### src/design/tdpp_pkg.sv
// Shared types, codes and constants of the tagged decimal pose parser.
package tdpp_pkg;

	localparam int unsigned BYTE_W        = 8;
	localparam int unsigned VALUE_W       = 26;
	localparam int unsigned FIELD_W       = 2;
	localparam int unsigned OUT_TDATA_W   = 32;
	localparam int unsigned CFG_INDEX_W   = 2;
	localparam int unsigned DIGIT_COUNT_DEF = 6;

	localparam logic [BYTE_W-1:0] ASCII_ZERO = 8'd48;
	localparam logic [BYTE_W-1:0] MINUS_BYTE = 8'd45;

	localparam logic [BYTE_W-1:0] TAG_FIRST_RST  = 8'd120;
	localparam logic [BYTE_W-1:0] TAG_SECOND_RST = 8'd121;
	localparam logic [BYTE_W-1:0] TAG_THIRD_RST  = 8'd116;

	localparam logic [CFG_INDEX_W-1:0] REG_TAG_FIRST  = 2'd0;
	localparam logic [CFG_INDEX_W-1:0] REG_TAG_SECOND = 2'd1;
	localparam logic [CFG_INDEX_W-1:0] REG_TAG_THIRD  = 2'd2;

	localparam logic [FIELD_W-1:0] FIELD_FIRST  = 2'd0;
	localparam logic [FIELD_W-1:0] FIELD_SECOND = 2'd1;
	localparam logic [FIELD_W-1:0] FIELD_THIRD  = 2'd2;

	typedef enum logic [1:0] {
		PH_HUNT,
		PH_SIGN,
		PH_DIGITS
	} tdpp_phase_t;

	typedef struct packed {
		logic [FIELD_W-1:0]        index;
		logic signed [VALUE_W-1:0] value;
		logic                      last;
	} tdpp_result_t;

	typedef struct packed {
		logic [BYTE_W-1:0] first;
		logic [BYTE_W-1:0] second;
		logic [BYTE_W-1:0] third;
	} tdpp_tags_t;

endpackage

### src/design/tagged_decimal_pose_parser_core.sv
// Top level of the tagged decimal pose parser: channels, tag registers, parser, output buffer.
// Usage:
//   s_* carries one received serial byte per beat in s_tdata[7:0]. The parser
//   hunts for the tag of the expected field (first, second, third, then first
//   again), takes an optional '-' and then DIGIT_COUNT digit bytes, and emits
//   one result beat per completed field on m_*: the value in m_tdata[25:0]
//   (two's complement, zero filled to 32 bits), the field index in m_tuser,
//   and m_tlast set on the third field of a frame. Bytes are not checked for
//   being digits; each adds (byte - 48) times its decimal weight.
//   cfg_* writes the three tag bytes (index 0, 1, 2); writes to index 3 are
//   taken and dropped. cfg_ready is always high; write only while idle.
// Throughput and registering:
//   One byte per cycle while s_tready is high. The parser state is one register stage;
//   a completed field goes into the output register, or the skid entry while that is held.
// Reset:
//   arst_n clears the parser to hunting for the first tag, restores the
//   default tags 'x', 'y', 't' and empties the output buffer.
// Stall:
//   An output register plus one skid entry hold results; s_tready drops only
//   while both are occupied, so bytes keep flowing while one result waits.
module tagged_decimal_pose_parser_core
	import tdpp_pkg::*;
#(
	parameter int unsigned DIGIT_COUNT = DIGIT_COUNT_DEF
) (
	input  logic                   clk,
	input  logic                   arst_n,
	// Byte input stream
	input  logic                   s_tvalid,
	output logic                   s_tready,
	input  logic [BYTE_W-1:0]      s_tdata,   // [7:0] rx_byte
	// Result stream
	output logic                   m_tvalid,
	input  logic                   m_tready,
	output logic [OUT_TDATA_W-1:0] m_tdata,   // [25:0] field_value, [31:26] zero
	output logic [FIELD_W-1:0]     m_tuser,   // [1:0] field_index
	output logic                   m_tlast,   // frame_end
	// Configuration writes
	input  logic                   cfg_valid,
	output logic                   cfg_ready,
	input  logic [CFG_INDEX_W-1:0] cfg_index,
	input  logic [BYTE_W-1:0]      cfg_data
);

	tdpp_tags_t   tags_q;
	logic         step;
	logic         emit;
	logic         space;
	tdpp_result_t result;
	tdpp_result_t out_data;

	// Configuration is always accepted.
	assign cfg_ready = 1'b1;

	always_ff @(posedge clk or negedge arst_n) begin
		if (!arst_n) begin
			tags_q.first  <= TAG_FIRST_RST;
			tags_q.second <= TAG_SECOND_RST;
			tags_q.third  <= TAG_THIRD_RST;
		end else if (cfg_valid && cfg_ready) begin
			unique case (cfg_index)
				REG_TAG_FIRST:  tags_q.first  <= cfg_data;
				REG_TAG_SECOND: tags_q.second <= cfg_data;
				REG_TAG_THIRD:  tags_q.third  <= cfg_data;
				default:        ;
			endcase
		end
	end

	// Take a byte whenever the skid entry is free.
	assign s_tready = space;
	assign step     = s_tvalid && s_tready;

	tdpp_field_parser #(
		.DIGIT_COUNT (DIGIT_COUNT)
	) u_parser (
		.clk     (clk),
		.arst_n  (arst_n),
		.step    (step),
		.rx_byte (s_tdata),
		.tags    (tags_q),
		.emit    (emit),
		.result  (result)
	);

	tdpp_out_skid u_out (
		.clk       (clk),
		.arst_n    (arst_n),
		.push      (emit),
		.push_data (result),
		.space     (space),
		.out_valid (m_tvalid),
		.out_ready (m_tready),
		.out_data  (out_data)
	);

	assign m_tdata = {{(OUT_TDATA_W - VALUE_W){1'b0}}, out_data.value};
	assign m_tuser = out_data.index;
	assign m_tlast = out_data.last;

	assert property (@(posedge clk) disable iff (!arst_n)
		!s_tready |-> m_tvalid)
		else $error("input stalled with no result pending");

	assert property (@(posedge clk) disable iff (!arst_n)
		m_tvalid |-> (m_tlast == (m_tuser == FIELD_THIRD)))
		else $error("frame end does not match third field");

	assert property (@(posedge clk) disable iff (!arst_n)
		(!s_tready && m_tready) |=> m_tvalid)
		else $error("skid entry lost on output advance");

	assert property (@(posedge clk) disable iff (!arst_n)
		emit |=> m_tvalid)
		else $error("emitted result not visible");

endmodule

### src/design/tdpp_field_parser.sv
// Tag hunt, sign detection and decimal accumulation, one byte per cycle while step is high.
module tdpp_field_parser
	import tdpp_pkg::*;
#(
	parameter int unsigned DIGIT_COUNT = DIGIT_COUNT_DEF
) (
	input  logic              clk,
	input  logic              arst_n,
	input  logic              step,
	input  logic [BYTE_W-1:0] rx_byte,
	input  tdpp_tags_t        tags,
	output logic              emit,
	output tdpp_result_t      result
);

	localparam int unsigned CNT_W = $clog2(DIGIT_COUNT + 1);

	tdpp_phase_t         phase_q, phase_d;
	logic [FIELD_W-1:0]  field_q, field_d;
	logic [CNT_W-1:0]    digits_q, digits_d;
	logic                neg_q, neg_d;
	logic [VALUE_W-1:0]  acc_q, acc_d;

	logic [FIELD_W-1:0]  field_eff;
	logic [BYTE_W-1:0]   tag_exp;
	logic                tag_hit;
	logic                is_minus;
	logic                neg_eff;
	logic [VALUE_W-1:0]  acc_x10;
	logic [VALUE_W-1:0]  weight;
	logic [VALUE_W-1:0]  acc_new;
	logic [CNT_W-1:0]    digits_inc;
	logic                field_done;
	logic                take_digit;

	// Unused field code counts as the first field.
	always_comb begin
		unique case (field_q)
			FIELD_SECOND: field_eff = FIELD_SECOND;
			FIELD_THIRD:  field_eff = FIELD_THIRD;
			default:      field_eff = FIELD_FIRST;
		endcase
	end

	always_comb begin
		unique case (field_eff)
			FIELD_SECOND: tag_exp = tags.second;
			FIELD_THIRD:  tag_exp = tags.third;
			default:      tag_exp = tags.first;
		endcase
	end

	assign tag_hit    = (rx_byte == tag_exp);
	assign is_minus   = (rx_byte == MINUS_BYTE);
	assign take_digit = (phase_q == PH_DIGITS) || (phase_q == PH_SIGN && !is_minus);
	assign neg_eff    = (phase_q == PH_SIGN) ? 1'b0 : neg_q;
	assign acc_x10    = (acc_q << 3) + (acc_q << 1);
	assign weight     = {{(VALUE_W - BYTE_W){1'b0}}, rx_byte}
	                  - {{(VALUE_W - BYTE_W){1'b0}}, ASCII_ZERO};
	assign acc_new    = neg_eff ? (acc_x10 - weight) : (acc_x10 + weight);
	assign digits_inc = digits_q + CNT_W'(1);
	assign field_done = take_digit && (digits_inc == CNT_W'(DIGIT_COUNT));

	// Next phase.
	always_comb begin
		unique case (phase_q)
			PH_SIGN: begin
				if (is_minus) phase_d = PH_DIGITS;
				else if (field_done) phase_d = PH_HUNT;
				else phase_d = PH_DIGITS;
			end
			PH_DIGITS: phase_d = field_done ? PH_HUNT : PH_DIGITS;
			default:   phase_d = tag_hit ? PH_SIGN : PH_HUNT;
		endcase
	end

	// Datapath and result.
	always_comb begin
		field_d  = field_eff;
		digits_d = digits_q;
		neg_d    = neg_q;
		acc_d    = acc_q;
		if (phase_q == PH_SIGN || phase_q == PH_DIGITS) begin
			if (phase_q == PH_SIGN && is_minus) begin
				neg_d = 1'b1;
			end else if (field_done) begin
				digits_d = '0;
				neg_d    = 1'b0;
				acc_d    = '0;
				field_d  = (field_eff == FIELD_THIRD) ? FIELD_FIRST : field_eff + FIELD_W'(1);
			end else begin
				digits_d = digits_inc;
				neg_d    = neg_eff;
				acc_d    = acc_new;
			end
		end else if (tag_hit) begin
			digits_d = '0;
			neg_d    = 1'b0;
			acc_d    = '0;
		end
	end

	assign emit         = step && field_done;
	assign result.index = field_eff;
	assign result.value = acc_new;
	assign result.last  = (field_eff == FIELD_THIRD);

	always_ff @(posedge clk or negedge arst_n) begin
		if (!arst_n) begin
			phase_q  <= PH_HUNT;
			field_q  <= FIELD_FIRST;
			digits_q <= '0;
			neg_q    <= 1'b0;
			acc_q    <= '0;
		end else if (step) begin
			phase_q  <= phase_d;
			field_q  <= field_d;
			digits_q <= digits_d;
			neg_q    <= neg_d;
			acc_q    <= acc_d;
		end
	end

	assert property (@(posedge clk) disable iff (!arst_n)
		(phase_q == PH_HUNT) |-> (digits_q == '0))
		else $error("digit count not cleared while hunting");

	assert property (@(posedge clk) disable iff (!arst_n)
		(step && phase_q == PH_HUNT && tag_hit) |=> (phase_q == PH_SIGN && acc_q == '0))
		else $error("tag match did not open a field");

	assert property (@(posedge clk) disable iff (!arst_n)
		emit |=> (phase_q == PH_HUNT && field_q != $past(field_q)))
		else $error("field did not advance after result");

endmodule

### src/design/tdpp_out_skid.sv
// Output register with one skid entry for result beats.
module tdpp_out_skid
	import tdpp_pkg::*;
(
	input  logic         clk,
	input  logic         arst_n,
	input  logic         push,
	input  tdpp_result_t push_data,
	output logic         space,
	output logic         out_valid,
	input  logic         out_ready,
	output tdpp_result_t out_data
);

	logic         main_valid_q;
	logic         skid_valid_q;
	tdpp_result_t main_q;
	tdpp_result_t skid_q;
	logic         pop;
	logic         main_free;

	assign pop       = main_valid_q && out_ready;
	assign main_free = pop || !main_valid_q;
	assign space     = !skid_valid_q;
	assign out_valid = main_valid_q;
	assign out_data  = main_q;

	always_ff @(posedge clk or negedge arst_n) begin
		if (!arst_n) begin
			main_valid_q <= 1'b0;
			skid_valid_q <= 1'b0;
		end else begin
			if (main_free) begin
				main_valid_q <= skid_valid_q || push;
				skid_valid_q <= 1'b0;
			end else if (push) begin
				skid_valid_q <= 1'b1;
			end
		end
	end

	// Payload: advance skid into main first, keep order.
	always_ff @(posedge clk) begin
		if (main_free) begin
			if (skid_valid_q) main_q <= skid_q;
			else if (push) main_q <= push_data;
		end else if (push) begin
			skid_q <= push_data;
		end
	end

endmodule
### config.mk
export PLATFORM = sky130hd
export DESIGN_NAME = tagged_decimal_pose_parser_core
export DESIGN_NICKNAME = d
export VERILOG_FILES = /design/src/design/tdpp_pkg.sv /design/src/design/tagged_decimal_pose_parser_core.sv /design/src/design/tdpp_field_parser.sv /design/src/design/tdpp_out_skid.sv
export SDC_FILE = /design/constraint.sdc
export NUM_CORES = 1
export LEC_CHECK = 0
export BUFFER_PORTS_ARGS = -buffer_cell sky130_fd_sc_hd__buf_2
export CAP_MARGIN = 20
export CORE_UTILIZATION = 32
export DETAILED_ROUTE_END_ITERATION = 8
export PLACE_DENSITY = 0.46
export SLEW_MARGIN = 10
export SYNTH_ARGS = -nofsm -noshare
export SYNTH_HDL_FRONTEND = slang
export SYNTH_SLANG_ARGS = --single-unit
### constraint.sdc
create_clock -name clk -period 8.1 [get_ports clk]
set_input_delay 1.62 -clock clk [delete_from_list [all_inputs] [get_ports clk]]
set_output_delay 1.62 -clock clk [all_outputs]
set_load 0.1 [all_outputs]
Word level (Yosys, flattened, before mapping)
Index checks and enable logic that the tools add are counted.

storage, ports and cells
  register bits after elaboration = 117
  input port bits = 23
  output and inout bits = 38
  logic and storage cells = 87

cells by class
  add/sub/neg operators = 6
  equality and inequality tests = 12
  muxes and demuxes = 28
  bitwise operators = 1
  reduce and logical (&&, ||, !) cells = 24

operators with widths
  cell                                                                    number
  25-bit two-way mux                                                      4
  29-bit two-way mux                                                      2
  26-bit adder                                                            2
  26-bit two-way mux                                                      1
  26-bit subtractor                                                       1
  8-bit case mux with 2 select lines                                      1
  2-bit two-way mux                                                       6
  3-bit two-way mux                                                       4
  2-bit AND reduction                                                     6
  8-bit by 6-bit subtractor with 9-bit output (second input constant)     1
  2-bit by 1-bit equality test with 1-bit output (second input constant)  4
  2-bit equality test (second input constant)                             4
  8-bit by 6-bit equality test with 1-bit output (second input constant)  1
  8-bit equality test                                                     1
  1-bit two-way mux                                                       8
  2-bit case mux with 2 select lines                                      2
  1-bit logical AND                                                       6
  2-bit nonzero test                                                      3
  1-bit logical OR                                                        4
  3-bit by 1-bit adder with 3-bit output (second input constant)          1
  3-bit equality test (second input constant)                             1
  1-bit zero test                                                         3
  3-bit AND reduction                                                     1
  2-bit by 1-bit adder with 2-bit output (second input constant)          1
  3 further kinds                                                         3

Longest topological paths before layout
Gate-level depths: netlist of run 1.

  depth in word-level cells = 8
  gate-level depth with buffers = 22
  mapped depth without buffers = 21

Hierarchy
Synthesis of run 1 repeated with hierarchy kept, for this count alone.

unflattened totals
  cell total of the unflattened synthesis = 818
  area, all modules = 8410.6 um^2

by module, submodules not included
  module                           times used  cells each  area an instance (um^2)
  tdpp_field_parser                1           657         5227.5
  tdpp_out_skid                    1           100         2188.3
  tagged_decimal_pose_parser_core  1           61          994.7

Worst setup path before layout of run 1
No wires, ideal clock.

  kind = input-to-reg
  start point = input port s_tdata[4]
  end point = register u_out.main_q, in the netlist u_out.out_data[23] (data pin)
  setup time = 269 ps
  arrival = 4593 ps
  path slack = 3238 ps
  cell stages on the path = 11
  path buffers = 1
  path through = ha_1 -> or3_1 -> ha_1 -> clkbuf_1 -> inv_1 -> nor3_1 -> nand4_1 -> a2111o_1 -> a211o_1 -> a21oi_1 -> o31ai_1

between the ends
  cells in the longest elaborated chain, start to end = 5
  elaborated cells on any way between the ends = 6
  those cells by class = add/sub: 3; mux: 3

ends and longest elaborated chain
  item                                                      line                                   RTL
  start: declaration                                        tagged_decimal_pose_parser_core.sv:31  input logic [BYTE_W-1:0] s_tdata,
  8-bit by 6-bit subtractor with 9-bit output (*)           tdpp_field_parser.sv:59                - {{(VALUE_W - BYTE_W){1'b0}}, ASCII_ZERO};
  26-bit adder / 26-bit subtractor (equally long branches)  tdpp_field_parser.sv:60                assign acc_new = neg_eff ? (acc_x10 - weight) : (acc_x10 + weight);
  26-bit two-way mux (*)                                    tdpp_field_parser.sv:60
  29-bit two-way mux (*)                                    tdpp_out_skid.sv:46                    else if (push) main_q <= push_data;
  29-bit two-way mux (*)                                    tdpp_out_skid.sv:45                    if (skid_valid_q) main_q <= skid_q;
  end signal: assignment                                    tdpp_out_skid.sv:45
  end signal: assignment                                    tdpp_out_skid.sv:46
  end: declaration                                          tdpp_out_skid.sv:17                    tdpp_result_t main_q;

Mark *: on every way between the ends. The rest lies on a longest branch, timed or not. The select of a mux whose other input is x is not followed.
A chain may end at the register's enable or synchronous reset.

Worst setup path in the final report of run 1
  start point = input port s_tdata[5]
  end point = register u_out.main_q, in the netlist u_out.out_data[23] (data pin)

Same word-level chain as after synthesis.

==> results of run 1 <==
[sequential cells by signal, summed over array words and instances (netlist names)]
name / count
tags_q: 24
u_out.out_data: 28
u_out.out_valid: 1
u_out.skid_q: 28
u_out.skid_valid_q: 1
u_parser.acc_q: 25
u_parser.digits_q: 3
u_parser.field_q: 2
u_parser.neg_q: 1
u_parser.phase_q: 2
[critical path, cell delays in order]
cell	delay, ps
buf_2	140
ha_1	210
or3_1	690
ha_1	670
inv_1	150
nor3_1	640
nand4_1	240
a2111o_1	500
a211o_1	320
a21oi_1	290
o31ai_1	140
[routing by layer]
metal,vias up,global-route usage [%],wire [um]
li1,3289,-,-
met1,3240,24.45,11160
met2,156,31.22,11530
met3,38,2.996,664
met4,0,6.987,672
met5,-,0,0
[stage by stage]
stage | hold WS (ps) | total power [uW] | util, % | worst slack (ps)
5_1_grt | 508.7 | 2341 | 37.58 | 2500
2_1_floorplan | 460.7 | 1262 | - | 3238
4_1_cts | 493.6 | 2233 | 37.58 | 2670
3_3_place_gp | 488.7 | 1470 | 35.24 | 2228
3_5_place_dp | 485.9 | 1463 | 35.24 | 2234
6_report | 493.1 | 2214 | 37.58 | 2640
[worst min path at each step]
stage / depth (start not counted) / endpoint / startpoint / slack [ps]
detailed placement: 1 / u_parser.digits_q[2] / u_parser.digits_q[2] / 490
global placement: 1 / u_parser.digits_q[2] / u_parser.digits_q[2] / 490
global route: 1 / tags_q[15] / tags_q[15] / 510
floorplan: 1 / u_parser.digits_q[2] / u_parser.digits_q[2] / 460
CTS: 1 / u_parser.digits_q[2] / u_parser.digits_q[2] / 490
finish: 1 / u_parser.digits_q[2] / u_parser.digits_q[2] / 490
[area by class of cell]
type,count,area share (%)
Tap cell,330,4.326
Clock inverter,12,1.206
Multi-Input combinational cell,675,50.78
Timing Repair Buffer,63,3.565
Clock buffer,20,5.020
Sequential cell,115,33.25
Inverter,47,1.848
[power groups by stage]
stage	combinational [uW]	clock [uW]	sequential, uW
2_1_floorplan	541	0	722
3_3_place_gp	739	0	732
3_5_place_dp	731	0	731
4_1_cts	737	775	721
5_1_grt	816	799	727
6_report	732	760	721
[placed cells by master, fill, tap and decap left out, drive strengths merged, types with 7 or more instances in the layout]
cell / n
mux2: 44
a31oi: 8
nand4: 7
edfxtp: 56
buf: 63
inv: 53
clkbuf: 20
nand2b: 8
ha: 79
o31ai: 13
nand2: 60
nor2b: 10
dfrtp: 46
nor3: 25
a22oi: 12
a21o: 11
nand3: 17
o21ai: 71
o21a: 12
o21bai: 8
a22o: 22
nor2: 68
xor2: 13
xnor2: 41
dfstp: 13
a21oi: 69
conb: 7
[logic make-up (layout without fill, tap and decap cells)]
family / after synthesis / after routing / synth area share, %
other: 2 / 7 / 0.08983
multiplexers: 48 / 48 / 6.405
AO/OA/AOI/OAI: 259 / 259 / 20.04
buffers and inverters: 88 / 142 / 4.400
XOR/XNOR: 54 / 54 / 5.657
flip-flops: 115 / 115 / 37.97
AND/OR/NAND/NOR: 225 / 225 / 12.90
adder cells (fa/ha/maj): 82 / 82 / 12.54
==> flow_summary.yaml, run 1 <==
worst_setup_path:
  critical_path_required_ps: 8250
  crit_arrival_ps: 5610
  path_max_fanout: 18
  cp-end-kind: "flip-flop"
  crit_end: "u_out.out_data[23]"
  rr_endpoint: "u_out.out_data[26]"
  start_kind: "primary input"
  setup.worst_path.start: "s_tdata[5]"
  critPathKind: "primary input to flip-flop"
  rrSetupSlack_ps: 2990
  r2r_start: "u_parser.acc_q[1]"
  worstRegToRegCells: 19
yosys:
  synth_common_cells: "ha_1 (79), a21oi_1 (68), nor2_1 (68), o21ai_0 (61), nand2_1 (60)"
  synth-seq-cells: 115
  syn_area_um2: 8361
  ys.flop_type: "edfxtp_1"
  syn_area_per_cell_um2: 9.577
  yosysSeqAreaShare_pct: 37.97
  synth_edf_count: 56
  async_reset_ff_share_pct: 51.30
  ys_warn_count: 0
  yosysMostFrequentCell: "ha_1"
  yosysUniqueCellTypes: 70
  yosys.area.top_type_share_pct: 20.11
  synth_area_leader_cell: "edfxtp_1"
  ys_top_cells_by_area: "edfxtp_1 (20%), dfrtp_1 (14%), ha_1 (12%)"
  syn_inst: 873
cts:
  ctsRootBufferMaster: "clkbuf_16"
  htreeDepth: 4
  postCtsHoldBufs: 0
  cts_resized: 0
  cts.sinks: 115
  clk_latency_ps: 420
  postCtsSetupBuffers: 0
  cts_buffer_depth: 2
  cts_tree: "yes"
  cts_inserted_buffers: 17
  clkTransAtPathRegs_ps: 60
power_and_ir_drop:
  power_frac_seq_pct: 32.6
  p_comb_share_pct: 33.1
  p_sw_uw: 782.4
  leakage_uw: 0.004102
  p_per_area_nw_per_um2: 231.9
  internal_power_uw: 1431
  clkPwrFrac_pct: 34.3
  ir_drop_mv: 0.1081
  switching_share_pct: 35.34
run:
  maxCapViolCount: 0
sta:
  slew_viol_final: 0
  worstMarginPinSlew_ps: 963.2
  rsz0062_at_grt: "no"
  fin_skew_ps: 10.26
  fin_setup_tns_ps: 0
  hold_viol_final: 0
  min_period_ps: 5460
  finalSetupViolations: 0
  finalCritPeriodShare_pct: 67.40
  fmax_ghz: 0.1832
  max_slew_margin_pct: 35.79
min_path:
  hold_class: "flip-flop to flip-flop"
cells_and_area:
  fillCellCount: 2615
  layout.nets: 1024
  regArea_um2: 3174
  drive_gt1_share_pct: 18.03
  multi_input_area_um2: 4847
  area_growth_pct: 14.17
  final_cells: 1262
  num_antenna_cells: 0
  design_area_um2: 9545
drt:
  drtIter0Drc: 401
  drt_first_pass_iters: 7
  drc: 0
  viasPerCell: 5.327
  drtAntennaViolNets: 0
  num_vias: 6723
  wl_per_cell_um: 19.04
  drt_wl_total_um: 24030
floorplan:
  rows: 58
  die_y_um: 163.6
  die_area_um2: 26780
  die_width_um: 163.6
  core_um2: 25400
  start_util_pct: 32.92
  pin_count: 61
global_route:
  grt_max_degree: 60
  gr-usage-all-layers_pct: 18.80
  antenna_found_initial: 0
  overflow: 0
  grt_pass1_vias: 6733
  grt_pass1_wl_um: 38220
place:
  dp_hpwl_um: 17890
  placed_area_um2: 8951
  place_inst: 1230
  io_buffer_count: 53
  gp_congestion: 0.8541
outcome:
  status: "finished, final reports clean"
Power figures use the tool's default switching activity.
==> inputs of run 2 (changes only) <==
Clock period 8.1 ns to 5.4 ns, I/O delays scaled along.
==> flow_summary.yaml, run 2 (synthesis gave the netlist of run 1 again) <==
floorplan:
  core_um2: 25400
  pin_count: 61
  start_util_pct: 32.92
  die_y_um: 163.6
  die_width_um: 163.6
  die_area_um2: 26780
  rows: 58
power_and_ir_drop:
  p_per_area_nw_per_um2: 341.3
  ir_drop_mv: 0.1793
  leakage_uw: 0.004111
cts:
  clkTransAtPathRegs_ps: 60
  postCtsSetupBuffers: 0
  cts_inserted_buffers: 17
  cts_resized: 0
  cts_tree: "yes"
  postCtsHoldBufs: 0
  cts.sinks: 115
  clk_latency_ps: 420
  htreeDepth: 4
  cts_buffer_depth: 2
  ctsRootBufferMaster: "clkbuf_16"
global_route:
  overflow: 0
  grt_pass1_vias: 6469
  grt_pass1_wl_um: 36830
  gr-usage-all-layers_pct: 18.12
  antenna_found_initial: 0
  grt_max_degree: 60
place:
  placed_area_um2: 8989
  place_ws_ps: 428.6
  dp_hpwl_um: 17660
  io_buffer_count: 53
  gp_congestion: 0.8672
sta:
  slew_viol_final: 0
  rsz0062_at_grt: "no"
  min_period_ps: 4900
  max_slew_margin_pct: 26.35
  fin_ws_ps: 500.1
  fin_setup_tns_ps: 0
  hold_viol_final: 0
  fin_skew_ps: 12.83
  fmax_ghz: 0.2041
  finalSetupViolations: 0
  worstMarginPinSlew_ps: 1100
  finalCritPeriodShare_pct: 90.74
drt:
  drc: 0
  drtAntennaViolNets: 0
  drt_first_pass_iters: 5
  viasPerCell: 5.221
  drtIter0Drc: 383
  drt_wl_total_um: 23400
  num_vias: 6615
  wl_per_cell_um: 18.47
cells_and_area:
  num_antenna_cells: 0
  layout_commonest_cell: "ha_1"
  layout.nets: 1029
  multi_input_area_um2: 4847
  regArea_um2: 3174
  design_area_um2: 9540
  fillCellCount: 2630
  drive_gt1_share_pct: 18.46
  area_growth_pct: 14.11
  layout_common_cells: "ha_1 (79), a21oi_1 (68), nor2_1 (68), o21ai_0 (61), nand2_1 (60)"
worst_setup_path:
  path_max_fanout: 10
  start_kind: "flip-flop"
  cp-end-kind: "flip-flop"
  critPathKind: "flip-flop to flip-flop"
  critical_path_required_ps: 5530
  rrSetupSlack_ps: 500
  crit_arrival_ps: 5030
run:
  maxCapViolCount: 0
min_path:
  hold_class: "flip-flop to flip-flop"
outcome:
  status: "finished, final reports clean"
run 2: worst max-delay path, stage by stage, from the launching register on:
cell and delay [ps]:
dfrtp_1 450, ha_1 250, inv_1 70, fa_1 200, nor2b_1 70, o31a_1 300, o21a_1 230, a21o_1 180
a21oi_1 220, o21bai_1 90, a21oi_1 170, xnor2_1 110, ha_1 510, inv_1 150, a21o_1 230, a21oi_1 150
o21ai_0 120, a211oi_1 340, o31ai_1 100, a22o_1 290, a21oi_1 280, o31ai_1 110
run 2: through the flow:
stage / utilization [%] / power, uW / cells / hold WS [ps]
after floorplan: - / 1893 / 878 / 460.7
after global placement: 35.39 / 2221 / 1235 / 482.2
final: 37.56 / 3256 / 1267 / 500.0
after detailed placement: 35.39 / 2207 / 1235 / 484.0
after global routing: 37.56 / 3449 / 1267 / 517.5
after CTS: 37.56 / 3282 / 1267 / 494.9
run 2: layout make-up:
class / count / area share (%)
inverter: 47 / 1.849
tap: 330 / 4.328
timing repair buffer: 68 / 3.961
sequential: 115 / 33.27
clock inverter: 11 / 0.7344
clock buffer: 21 / 5.049
multi-input combinational: 675 / 50.81
run 2: final timing paths:
check / from / endpoint / depth (start not counted)
max in group asynchronous: arst_n / u_parser.acc_q[8] / 2
worst max register to register: u_parser.acc_q[0] / u_out.out_data[23] / 21
worst max-delay path: u_parser.acc_q[0] / u_out.out_data[23] / 21
worst min register to register: u_parser.digits_q[2] / u_parser.digits_q[2] / 1
worst min-delay path: u_parser.digits_q[2] / u_parser.digits_q[2] / 1
min in group asynchronous: arst_n / u_parser.acc_q[23] / 2
run 2: where the power goes:
part           internal, uW  total (uW)  leakage, uW  switching [uW]
Sequential             1040        1080      0.00127            46.4
Combinational           430        1110      0.00256             682
Clock                   638        1060     0.000285             423
run 2: metal layers:
| metal | vias to the layer above | share of wire, % | GRT usage, % |
|---|---|---|---|
| met4 | 0 | 1.9 | 5.724 |
| met1 | 3178 | 47 | 24.20 |
| met2 | 126 | 48 | 29.78 |
| li1 | 3284 | - | - |
| met3 | 27 | 2.7 | 2.895 |
| met5 | - | 0 | 0 |
